File: src/rtl/mms_pkg.sv
`timescale 1ns / 1ps
// Package for the magic multiplier search core.
// Holds commands, config indexes, controller states and datapath command/status types.
package mms_pkg;

    localparam int TableIndexBits = 12;
    localparam int TableDepth     = 1 << TableIndexBits;
    localparam logic [26:0] TryLimitCap = 27'd100000000;
    localparam logic [31:0] SeedReset   = 32'd1804289383;
    localparam logic [3:0]  MinTopBits  = 4'd6;

    typedef enum logic [1:0] {
        CMD_LOAD   = 2'd0,
        CMD_SEARCH = 2'd1,
        CMD_RESEED = 2'd2,
        CMD_NONE   = 2'd3
    } t_cmd;

    typedef enum logic [1:0] {
        CFG_MASK  = 2'd0,
        CFG_RBITS = 2'd1,
        CFG_TRIES = 2'd2,
        CFG_SEED  = 2'd3
    } t_cfg_idx;

    typedef enum logic [3:0] {
        ST_IDLE,
        ST_OCC,
        ST_DRAW,
        ST_MUL,
        ST_CHECK,
        ST_CLEAR,
        ST_HASH,
        ST_DONE,
        ST_FAIL
    } t_state;

    typedef struct packed {
        logic start;
        logic occ_step;
        logic draw_step;
        logic mul_step;
        logic clear_step;
        logic hash_step;
        logic try_step;
        logic reseed;
        logic set_result;
        logic found;
    } t_dp_cmd;

    typedef struct packed {
        logic occ_last;
        logic draw_last;
        logic mul_last;
        logic top_ok;
        logic clear_last;
        logic hash_last;
        logic conflict;
        logic tries_out;
    } t_dp_sts;

endpackage

File: src/rtl/mms_ctrl.sv
`timescale 1ns / 1ps
// Controller state machine for the magic multiplier search core.
// Depends on mms_pkg; drives datapath commands from datapath status.
module mms_ctrl (
    input  logic              i_clk,
    input  logic              i_rst_n,
    input  logic              i_go,
    input  mms_pkg::t_dp_sts  i_sts,
    input  logic              i_out_free,
    output mms_pkg::t_dp_cmd  o_cmd,
    output logic              o_busy
);
    import mms_pkg::*;

    t_state r_state, n_state;

    always_ff @(posedge i_clk) begin
        if (!i_rst_n) r_state <= ST_IDLE;
        else          r_state <= n_state;
    end

    always_comb begin
        n_state = r_state;
        o_cmd   = '0;
        unique case (r_state)
            ST_IDLE: begin
                if (i_go) begin
                    o_cmd.start = 1'b1;
                    n_state = ST_OCC;
                end
            end
            ST_OCC: begin
                o_cmd.occ_step = 1'b1;
                if (i_sts.occ_last) n_state = ST_DRAW;
            end
            ST_DRAW: begin
                if (i_sts.tries_out) begin
                    n_state = ST_FAIL;
                end else begin
                    o_cmd.draw_step = 1'b1;
                    if (i_sts.draw_last) n_state = ST_MUL;
                end
            end
            ST_MUL: begin
                o_cmd.mul_step = 1'b1;
                if (i_sts.mul_last) n_state = ST_CHECK;
            end
            ST_CHECK: begin
                o_cmd.try_step = 1'b1;
                n_state = i_sts.top_ok ? ST_CLEAR : ST_DRAW;
            end
            ST_CLEAR: begin
                o_cmd.clear_step = 1'b1;
                if (i_sts.clear_last) n_state = ST_HASH;
            end
            ST_HASH: begin
                if (i_sts.conflict) begin
                    n_state = ST_DRAW;
                end else begin
                    o_cmd.hash_step = 1'b1;
                    if (i_sts.hash_last) n_state = ST_DONE;
                end
            end
            ST_DONE: begin
                if (i_out_free) begin
                    o_cmd.set_result = 1'b1;
                    o_cmd.found = 1'b1;
                    n_state = ST_IDLE;
                end
            end
            ST_FAIL: begin
                if (i_out_free) begin
                    o_cmd.set_result = 1'b1;
                    o_cmd.found = 1'b0;
                    n_state = ST_IDLE;
                end
            end
            default: n_state = ST_IDLE;
        endcase
    end

    assign o_busy = (r_state != ST_IDLE);
endmodule

File: config.mk
export PLATFORM = sky130hd
export DESIGN_NAME = mms_ctrl
export DESIGN_NICKNAME = d
export VERILOG_FILES = /design/src/rtl/mms_pkg.sv /design/src/rtl/mms_ctrl.sv
export SDC_FILE = /design/constraint.sdc
export NUM_CORES = 1
export LEC_CHECK = 0
export ABC_AREA = 0
export CAP_MARGIN = 20
export CORE_MARGIN = 2
export CORE_UTILIZATION = 35
export DETAILED_ROUTE_END_ITERATION = 10
export DONT_BUFFER_PORTS = 1
export PLACE_DENSITY = 0.49
export SYNTH_ARGS = -nofsm -noshare
export SYNTH_HDL_FRONTEND = slang
export SYNTH_SLANG_ARGS = --single-unit
File: constraint.sdc
create_clock -name i_clk -period 1.6 [get_ports i_clk]
set_clock_uncertainty 0.05 [all_clocks]
set_input_delay 0.16 -clock i_clk [delete_from_list [all_inputs] [get_ports i_clk]]
set_output_delay 0.16 -clock i_clk [all_outputs]
set_load 0.1 [all_outputs]
# After elaboration in Yosys (flattened, before gate mapping)
# Index checks and enable logic that the tools add are counted.
totals:
  register_bits: 4
  inputBits: 12
  output_inout_bits: 11
  word_cells: 44
op_classes:
  eq_ne: 15
  muxes: 24
  reduce_logical: 4
ops:
  columns: ["cell", "count"]
  rows:
  - ["4-bit two-way mux", 9]
  - ["4-bit case mux with 8 select lines", 1]
  - ["4-bit by 3-bit equality test with 1-bit output (second input constant)", 4]
  - ["1-bit two-way mux", 10]
  - ["4-bit by 2-bit equality test with 1-bit output (second input constant)", 2]
  - ["2-bit inequality test (second input constant)", 4]
  - ["7-bit AND reduction", 1]
  - ["3-bit inequality test (second input constant)", 2]
  - ["4-bit by 1-bit equality test with 1-bit output (second input constant)", 1]
  - ["4-bit equality test (second input constant)", 1]
  - ["4-bit zero test", 1]
  - ["2-bit two-way mux", 2]
  - ["2-bit case mux with 2 select lines", 1]
  - ["4-bit nonzero test", 1]
  - ["3-bit two-way mux", 1]
  - ["2-bit by 1-bit inequality test with 1-bit output (second input constant)", 1]
  - ["2-bit OR reduction", 1]

# Logic depth before layout (Yosys ltp)
# Gate-level depths: netlist of run 1.
logic_depth:
  depth_word: 4
  mapped_depth: 6

# Worst setup path before layout of run 1
# No wires, ideal clock.
synth_path:
  path_type: "flip-flop to output port"
  start: "register r_state[0]"
  end: "output o_cmd[4] (netlist bit)"
  arrival_time_ps: 2782
  t_required_ps: 1390
  path_slack_ps: -1392
  path_stages_with_launch: 4
  cell_sequence: "dfxtp_1 > buf_6 > or2_4 > nor3_1"
synth_lines:
  columns: ["element", "line", "source"]
  rows:
  - ["from (decl)", "mms_ctrl.sv:15", "t_state r_state, n_state;"]
  - ["from (signal assigned)", "mms_ctrl.sv:19", "else r_state <= n_state;"]
  - ["to (decl)", "mms_ctrl.sv:10", "output mms_pkg::t_dp_cmd o_cmd,"]

==> impl_metrics.py, run 1 <==
metrics = {
    "outcome": {
        "status": "complete, but fails checks",
        "violations": "negative setup slack",
    },
    "global_routing": {
        "grt_max_degree": 10,
        "grt_pass1_vias": 549,
        "grt_remaining_overflow": 0,
        "grt.total_usage": 0.1853,
        "antenna_found_initial": 0,
        "grt_pass1_wl_um": 2490,
    },
    "yosys": {
        "yosysSeqAreaShare": 0.1569,
        "syn_area_per_cell_sq_um": 8.103,
        "yosysTopAreaCellShare": 0.1569,
        "ys_seq_elements": 4,
        "ys_top_cells_by_area": "dfxtp_1 16%, mux2i_1 5.9%, nand2_1 5.9%",
        "synth-main-ff-cell": "dfxtp_1",
        "synth_cells": 63,
        "syn_area_sq_um": 510.5,
        "syn_nets": 75,
        "synthArstFlopShare": 0,
        "synthDistinctLibCells": 32,
        "synth_area_leader_cell": "dfxtp_1",
        "yosys_warnings": 0,
        "synth-edff-count": 0,
    },
    "finish": {
        "multi_input_comb_area_sq_um": 452.9,
        "fin_cells": 100,
        "layout_common_cells": "13 x buf_4, 10 x buf_12, 8 x nand2_1",
        "final_util": 0.6857,
        "top_register": "r_state",
        "largest_reg_flops": 4,
        "seq_area_sq_um": 92.59,
        "drive_above_1_share": 0.6471,
        "final_common_cell": "buf_4",
        "area_growth_pct": 79.17,
        "antennaDiodeCount": 0,
        "final_nets": 99,
        "fillers": 121,
        "top_regs": "r_state x4",
    },
    "worst_setup_path": {
        "max_stage_delay_ns": 0.36,
        "setup.worst_path.end_class": "output port",
        "crit_buf_inv": 1,
        "cpMaxStageDelayCell": "dfxtp_4",
        "startpoint_type": "flip-flop",
        "arrival_ns": 1.39,
        "path_class": "reg -> out",
        "reg2reg_setup_slack_ns": 0.07,
        "cp.required_ns": 1.39,
        "critical_path.top_delay_family": "simple AND/OR/NAND/NOR gates",
        "cp_cell_sequence": "and4b_4 -> a31oi_4 -> and2b_2 -> buf_12",
        "crit_fanout": 6,
    },
    "clocking": {
        "clock_path_buffers": 2,
        "clk_pin_slew_ns": 0.04,
        "clkSinkCount": 4,
        "h-tree-depth": 1,
        "cts_tree": "yes",
        "root_buffer": "clkbuf_4",
        "cts_buffers": 3,
        "clk_latency_ns": 0.24,
    },
    "run": {
        "cap_violations": 0,
    },
    "power_and_ir_drop": {
        "total_power_mw": 1.630,
        "power.leakage_nw": 0.3630,
        "ir_worst_vdd_uv": 612.0,
        "p_sw_mw": 0.8553,
        "p_clk_frac": 0.080,
        "internal_power_mw": 0.7751,
        "power_frac_comb": 0.810,
        "switching_share": 0.5246,
        "power_density_nw_per_um2": 1783,
        "seqPwrFrac": 0.110,
    },
    "die": {
        "rows": 13,
        "die_h_um": 42.19,
        "dieArea_sq_um": 1780,
        "die_x_um": 42.19,
        "io_pins": 23,
        "core_area_sq_um": 1334,
        "initial_core_util": 0.3827,
    },
    "sta": {
        "finalSetupViolCount": 1,
        "layout_min_cycle_time_ns": 1.602,
        "timing.final.ws_setup_ns": -0.001898,
        "period_share": 1.001,
        "rsz0062_at_grt": "yes",
        "finalSetupTns_ns": -0.001898,
        "final-hold-violation-count": 0,
        "clock.fmax_mhz": 624.3,
        "drv_slew": 0,
    },
    "routing": {
        "vias": 540,
        "firstDrtPassIters": 4,
        "ant_nets": 0,
        "drt-initial-drc-count": 6,
        "drc": 0,
        "viasPerCell": 5.400,
        "routed_wl_um": 1453,
        "avgRoutedWirePerCell_um": 14.53,
    },
    "place": {
        "portBuffers": 0,
        "finalWeightedCongestion": 0.7673,
        "dp_hpwl_um": 1122,
        "dp.cells": 93,
    },
    "worst_hold_path": {
        "hp-class": "in -> reg",
    },
}
cells in the mapped netlist (all sizes together), types with 2 or more instances:
| master | number |
|---|---|
| nor2b | 2 |
| nand2b | 4 |
| nor2 | 7 |
| inv | 2 |
| nor3 | 4 |
| a31oi | 2 |
| dfxtp | 4 |
| buf | 6 |
| mux2i | 3 |
| nand2 | 8 |
| nand3 | 3 |
| nor4 | 3 |
cell families after synthesis:
family	share of synthesized area
AO/OA/AOI/OAI	0.2133
AND/OR/NAND/NOR	0.4412
buffers and inverters	0.1005
other	0.007346
multiplexers	0.08088
flip-flops	0.1569
through the flow:
step                instance area, sq um  setup slack (ns)  hold slack [ns]
finish                             914.6         -0.001898          0.01476
global route                       914.6          -0.03721         0.007689
global placement                   827.0            0.1219           0.2591
detailed placement                 827.0           0.04010           0.2680
floorplan                          569.3           -0.1676           0.2720
CTS                                867.1         -0.006141         0.008955
power groups by stage:
stage	Clock [mW]	Combinational, mW	Sequential (mW)
2_1_floorplan	0	0.864	0.159
3_3_place_gp	0	1.23	0.169
3_5_place_dp	0	1.23	0.168
4_1_cts	0.136	1.26	0.173
5_1_grt	0.147	1.39	0.184
6_report	0.130	1.32	0.180
routing by layer:
| metal | up-vias | wire (um) | GRT usage |
|---|---|---|---|
| li1 | 266 | - | - |
| met1 | 252 | 560 | 0.2150 |
| met2 | 20 | 801 | 0.3077 |
| met3 | 2 | 72 | 0.03879 |
| met4 | 0 | 19 | 0.1125 |
| met5 | - | 0 | 0 |
worst paths after layout:
path,endpoint,startpoint,cells after the start
min reg2reg,r_state[0],r_state[3],3
max reg2reg,r_state[0],r_state[0],5
max,o_cmd[1],r_state[0],4
min,r_state[1],i_rst_n,2
area by class of cell:
class	count	area share
multi-input combinational	51	0.4952
timing repair buffer	25	0.3502
sequential	4	0.1012
clock buffer	3	0.02462
tap	15	0.02052
inverter	2	0.008208
what timing repair did:
action,4_1_cts,5_1_grt
gates resized for setup,5,6
setup endpoints to repair,4,8
hold buffers,0,0
pin swaps,0,2
setup buffers,1,3
Power figures use the tool's default switching activity.
==> run 2, diff against run 1 <==
- CELL_PAD_IN_SITES_DETAIL_PLACEMENT: default -> 0
- CELL_PAD_IN_SITES_GLOBAL_PLACEMENT: default -> 1
- PLACE_DENSITY: 0.49 -> 0.65
==> run 2 against run 1 <==
  * Non-clock buffer count is 2 higher
  * Wire length is 13% higher
  * The flow still finishes with violations (negative setup slack)
  * Largest cell class unchanged
  * Utilization is 1.3 points higher
  * Clock power is 5% lower
  * Die area stayed put
  * Critical path type is now reg -> reg
  * Critical endpoint is now r_state[1]
  * Flip-flop and latch count stayed put
==> impl_metrics.py, run 2 (synthesized netlist as in run 1, its figures left out) <==
metrics = {
    "outcome": {
        "status": "complete, but fails checks",
        "violations": "negative setup slack",
    },
    "die": {
        "io_pins": 23,
        "rows": 13,
        "die_h_um": 42.19,
        "initial_core_util": 0.3827,
        "die_x_um": 42.19,
        "core_area_sq_um": 1334,
        "dieArea_sq_um": 1780,
    },
    "place": {
        "portBuffers": 0,
        "dp.cells": 92,
        "pre_cts_ws_ns": -0.001134,
        "placed_area_sq_um": 819.5,
        "dp_hpwl_um": 1115,
        "finalWeightedCongestion": 0.8441,
    },
    "clocking": {
        "ctsHoldBuffers": 0,
        "h-tree-depth": 1,
        "clkSinkCount": 4,
        "root_buffer": "clkbuf_4",
        "clk_latency_ns": 0.23,
        "clock_path_buffers": 2,
        "clk_pin_slew_ns": 0.04,
        "cts_tree": "yes",
        "cts_buffers": 3,
    },
    "routing": {
        "vias": 569,
        "drt-initial-drc-count": 23,
        "avgRoutedWirePerCell_um": 16.10,
        "viasPerCell": 5.578,
        "firstDrtPassIters": 4,
        "routed_wl_um": 1642,
        "ant_nets": 0,
        "drc": 0,
    },
    "worst_setup_path": {
        "crit_fanout": 7,
        "r2r-start": "r_state[2]",
        "crit_start": "r_state[2]",
        "r2r_cells": 5,
        "reg2reg_setup_slack_ns": -0.01,
        "setup.worst_path.end_class": "flip-flop",
        "worstReg2RegEnd": "r_state[1]",
        "path_class": "reg -> reg",
        "startpoint_type": "flip-flop",
        "crit_end": "r_state[1]",
        "cp.required_ns": 1.69,
        "arrival_ns": 1.70,
    },
    "finish": {
        "top_register": "r_state",
        "final_common_cell": "buf_4",
        "final_nets": 101,
        "drive_above_1_share": 0.6552,
        "largest_reg_flops": 4,
        "area_growth_pct": 82.60,
        "top_regs": "r_state x4",
        "stdcell_area_sq_um": 932.1,
        "fin_cells": 102,
        "antennaDiodeCount": 0,
        "layout_common_cells": "14 x buf_4, 10 x buf_12, 8 x nand2_1, 4 x nor2_2, 4 x dfxtp_4",
    },
    "global_routing": {
        "grt_remaining_overflow": 0,
        "grt_pass1_wl_um": 2435,
        "grt.total_usage": 0.1711,
        "antenna_found_initial": 0,
        "grt_max_degree": 10,
        "grt_pass1_vias": 513,
    },
    "power_and_ir_drop": {
        "power.leakage_nw": 0.3770,
        "ir_worst_vdd_uv": 799.2,
        "total_power_mw": 1.656,
        "power_density_nw_per_um2": 1777,
    },
    "sta": {
        "layout_min_cycle_time_ns": 1.612,
        "drv_slew": 0,
        "finalSetupTns_ns": -0.01242,
        "finalSetupViolCount": 1,
        "period_share": 1.008,
        "rsz0062_at_grt": "yes",
        "timing.final.ws_setup_ns": -0.01242,
        "clock.fmax_mhz": 620.2,
        "final-hold-violation-count": 0,
    },
    "worst_hold_path": {
        "hp-class": "in -> reg",
    },
    "run": {
        "cap_violations": 0,
    },
}
run 2: layer usage:
layer / vias up / wire (um) / GRT usage
met5: - / 0 / 0
met4: 0 / 14 / 0.02500
met3: 4 / 161 / 0.03879
met2: 35 / 899 / 0.3200
met1: 259 / 566 / 0.1990
li1: 271 / - / -
run 2: worst max-delay path, stage by stage, from the launching register on:
cell	delay [ns]
dfxtp_4	0.37
and4b_4	0.21
a31oi_4	0.15
o32ai_2	0.13
nor4_4	0.33
mux2i_1	0.28
run 2: area by class of cell:
type                    count  area [sq um]
multi-input cells          51         449.2
inverters                   2         7.507
flip-flops and latches      4         95.09
clock buffers               3         22.52
well taps                  15         18.77
repair buffers             27         339.1
fillers                   100         401.6
run 2: how the worst min path moves through the flow:
stage | startpoint | endpoint | slack (ns) | depth (start not counted)
floorplan | i_sts[0] | r_state[3] | 0.27 | 2
global placement | i_rst_n | r_state[0] | 0.26 | 2
detailed placement | i_rst_n | r_state[0] | 0.25 | 2
CTS | i_rst_n | r_state[1] | 0.01 | 2
global route | i_rst_n | r_state[2] | 0.03 | 2
finish | i_rst_n | r_state[0] | 0.02 | 2
run 2: through the flow:
stage            util  hold WS [ns]
6_report       0.6989       0.01768
3_5_place_dp   0.6144        0.2545
5_1_grt        0.6989       0.02560
2_1_floorplan       -        0.2720
4_1_cts        0.6576       0.01326
3_3_place_gp   0.6144        0.2550
run 2: what timing repair did:
action,in CTS,in global routing
resized for setup,9,4
pin swaps,1,1
setup buffers,3,5
setup endpoints to repair,10,4
run 2: report_power, final:
group          switching (mW)  internal, mW  total, mW
sequential             0.0468         0.138      0.184
clock                  0.0403        0.0839      0.124
combinational           0.780         0.567       1.35
==> run 3, diff against run 2 <==
- RECOVER_POWER: default -> 100
==> run 3 against run 2 <==
  * The flow still finishes with violations (negative setup slack)
  * Clock power barely moved
  * Critical path depth is the same
  * Final area shrank 5.8%
  * Non-clock buffer count stayed put
  * Combinational power shrank 4%
  * Sequential power about the same
  * Highest routed layer unchanged
  * Wire length rose by 0.79%
  * Via count increased by 0.18%
  * Cell count did not move
==> impl_metrics.py, run 3 (synthesized netlist as in run 1, its figures left out) <==
metrics = {
    "finish": {
        "stdcell_area_sq_um": 878.3,
        "multi_input_comb_area_sq_um": 444.2,
        "antennaDiodeCount": 0,
        "largest_reg_flops": 4,
        "fillers": 115,
        "drive_above_1_share": 0.6322,
        "final_nets": 101,
        "top_regs": "r_state x4",
        "layout_common_cells": "15 x buf_4, 8 x nand2_1, 6 x buf_6",
        "final_common_cell": "buf_4",
        "top_register": "r_state",
        "area_growth_pct": 72.06,
        "seq_area_sq_um": 95.09,
    },
    "run": {
        "cap_violations": 0,
    },
    "worst_setup_path": {
        "cp.required_ns": 1.69,
        "setup.worst_path.end_class": "flip-flop",
        "r2r-start": "r_state[2]",
        "path_class": "reg -> reg",
        "cp_num_cells": 5,
        "crit_end": "r_state[1]",
        "reg2reg_setup_slack_ns": -0.01,
        "startpoint_type": "flip-flop",
        "arrival_ns": 1.70,
        "max_stage_delay_ns": 0.37,
        "crit_fanout": 7,
        "cp_cell_sequence": "and4b_4 -> a31oi_4 -> o32ai_2 -> nor4_4 -> mux2i_1",
        "crit_start": "r_state[2]",
        "critical_path.top_delay_family": "simple AND/OR/NAND/NOR gates",
        "worstReg2RegEnd": "r_state[1]",
        "crit_buf_inv": 0,
        "r2r_cells": 5,
        "cpMaxStageDelayCell": "dfxtp_4",
    },
    "power_and_ir_drop": {
        "power_density_nw_per_um2": 1818,
        "ir_worst_vdd_uv": 776.5,
        "total_power_mw": 1.597,
        "power.leakage_nw": 0.3657,
    },
    "global_routing": {
        "antenna_found_initial": 0,
        "grt_remaining_overflow": 0,
        "grt_max_degree": 10,
        "grt.total_usage": 0.1711,
        "grt_pass1_vias": 513,
        "grt_pass1_wl_um": 2435,
    },
    "sta": {
        "clock.fmax_mhz": 620.1,
        "rsz0062_at_grt": "yes",
        "finalSetupViolCount": 1,
        "drv_slew": 0,
        "period_share": 1.008,
        "timing.final.ws_setup_ns": -0.01261,
        "finalSetupTns_ns": -0.01261,
        "fin_hold_ws_ns": 0.01768,
        "layout_min_cycle_time_ns": 1.613,
        "final-hold-violation-count": 0,
    },
    "die": {
        "io_pins": 23,
        "die_x_um": 42.19,
        "core_area_sq_um": 1334,
        "rows": 13,
        "dieArea_sq_um": 1780,
        "initial_core_util": 0.3827,
        "die_h_um": 42.19,
    },
    "place": {
        "pre_cts_ws_ns": -0.001134,
        "portBuffers": 0,
        "placed_area_sq_um": 819.5,
        "dp_hpwl_um": 1115,
        "finalWeightedCongestion": 0.8441,
    },
    "clocking": {
        "cts_buffers": 3,
        "clock_path_buffers": 2,
        "clk_pin_slew_ns": 0.04,
        "clk_latency_ns": 0.23,
        "h-tree-depth": 1,
        "ctsHoldBuffers": 0,
        "cts_tree": "yes",
        "clkSinkCount": 4,
        "root_buffer": "clkbuf_4",
    },
    "worst_hold_path": {
        "hp-class": "in -> reg",
        "hold_path_depth": 2,
    },
    "routing": {
        "drc": 0,
        "firstDrtPassIters": 4,
        "drt-initial-drc-count": 23,
        "vias": 570,
        "viasPerCell": 5.588,
        "routed_wl_um": 1655,
        "avgRoutedWirePerCell_um": 16.23,
        "ant_nets": 0,
    },
    "outcome": {
        "violations": "negative setup slack",
        "status": "complete, but fails checks",
    },
}
==> run 3: cell counts in the layout (fill, tap and decap cells not counted) <==
No cell type changed its count.
==> run 3: how the worst min path moves through the flow <==
stage / start / end / slack [ns]
after global routing: i_rst_n / r_state[2] / 0.03
after global placement: i_rst_n / r_state[0] / 0.26
after CTS: i_rst_n / r_state[1] / 0.01
final: i_rst_n / r_state[0] / 0.02
after floorplan: i_sts[0] / r_state[3] / 0.27
after detailed placement: i_rst_n / r_state[0] / 0.25
==> run 3: timing repair <==
| item | 4_1_cts | 5_1_grt |
|---|---|---|
| endpoints found under the setup margin | 10 | 4 |
| setup buffers | 3 | 5 |
| pin swaps | 1 | 1 |
| gates resized for setup | 9 | 4 |
==> run 3: routing by layer <==
metal  vias up  global-route usage  wire [um]  share of wire
met3         4             0.03879        152          0.092
met1       260              0.1990        585           0.35
met4         0             0.02500         14         0.0085
met2        35              0.3200        902           0.55
met5         -                   0          0              0
li1        271                   -          -              -
==> run 3: final cells by class <==
cell class	count	share of cell area
clock buffer	3	0.02564
inverter	2	0.008547
multi-input combinational	51	0.5057
sequential	4	0.1083
tap	15	0.02137
timing repair buffer	27	0.3305
==> run 3: per-stage QoR <==
stage                 util  cells
floorplan                -     63
global placement    0.6144     92
detailed placement  0.6144     92
CTS                 0.6576     97
global route        0.6585    102
finish              0.6585    102
==> run 3: report_power, final <==
group / internal [mW] / switching [mW] / leakage [nW] / total (mW)
Combinational: 0.521 / 0.768 / 0.316 / 1.29
Clock: 0.0839 / 0.0403 / 0.0138 / 0.124
Sequential: 0.138 / 0.0468 / 0.0356 / 0.184
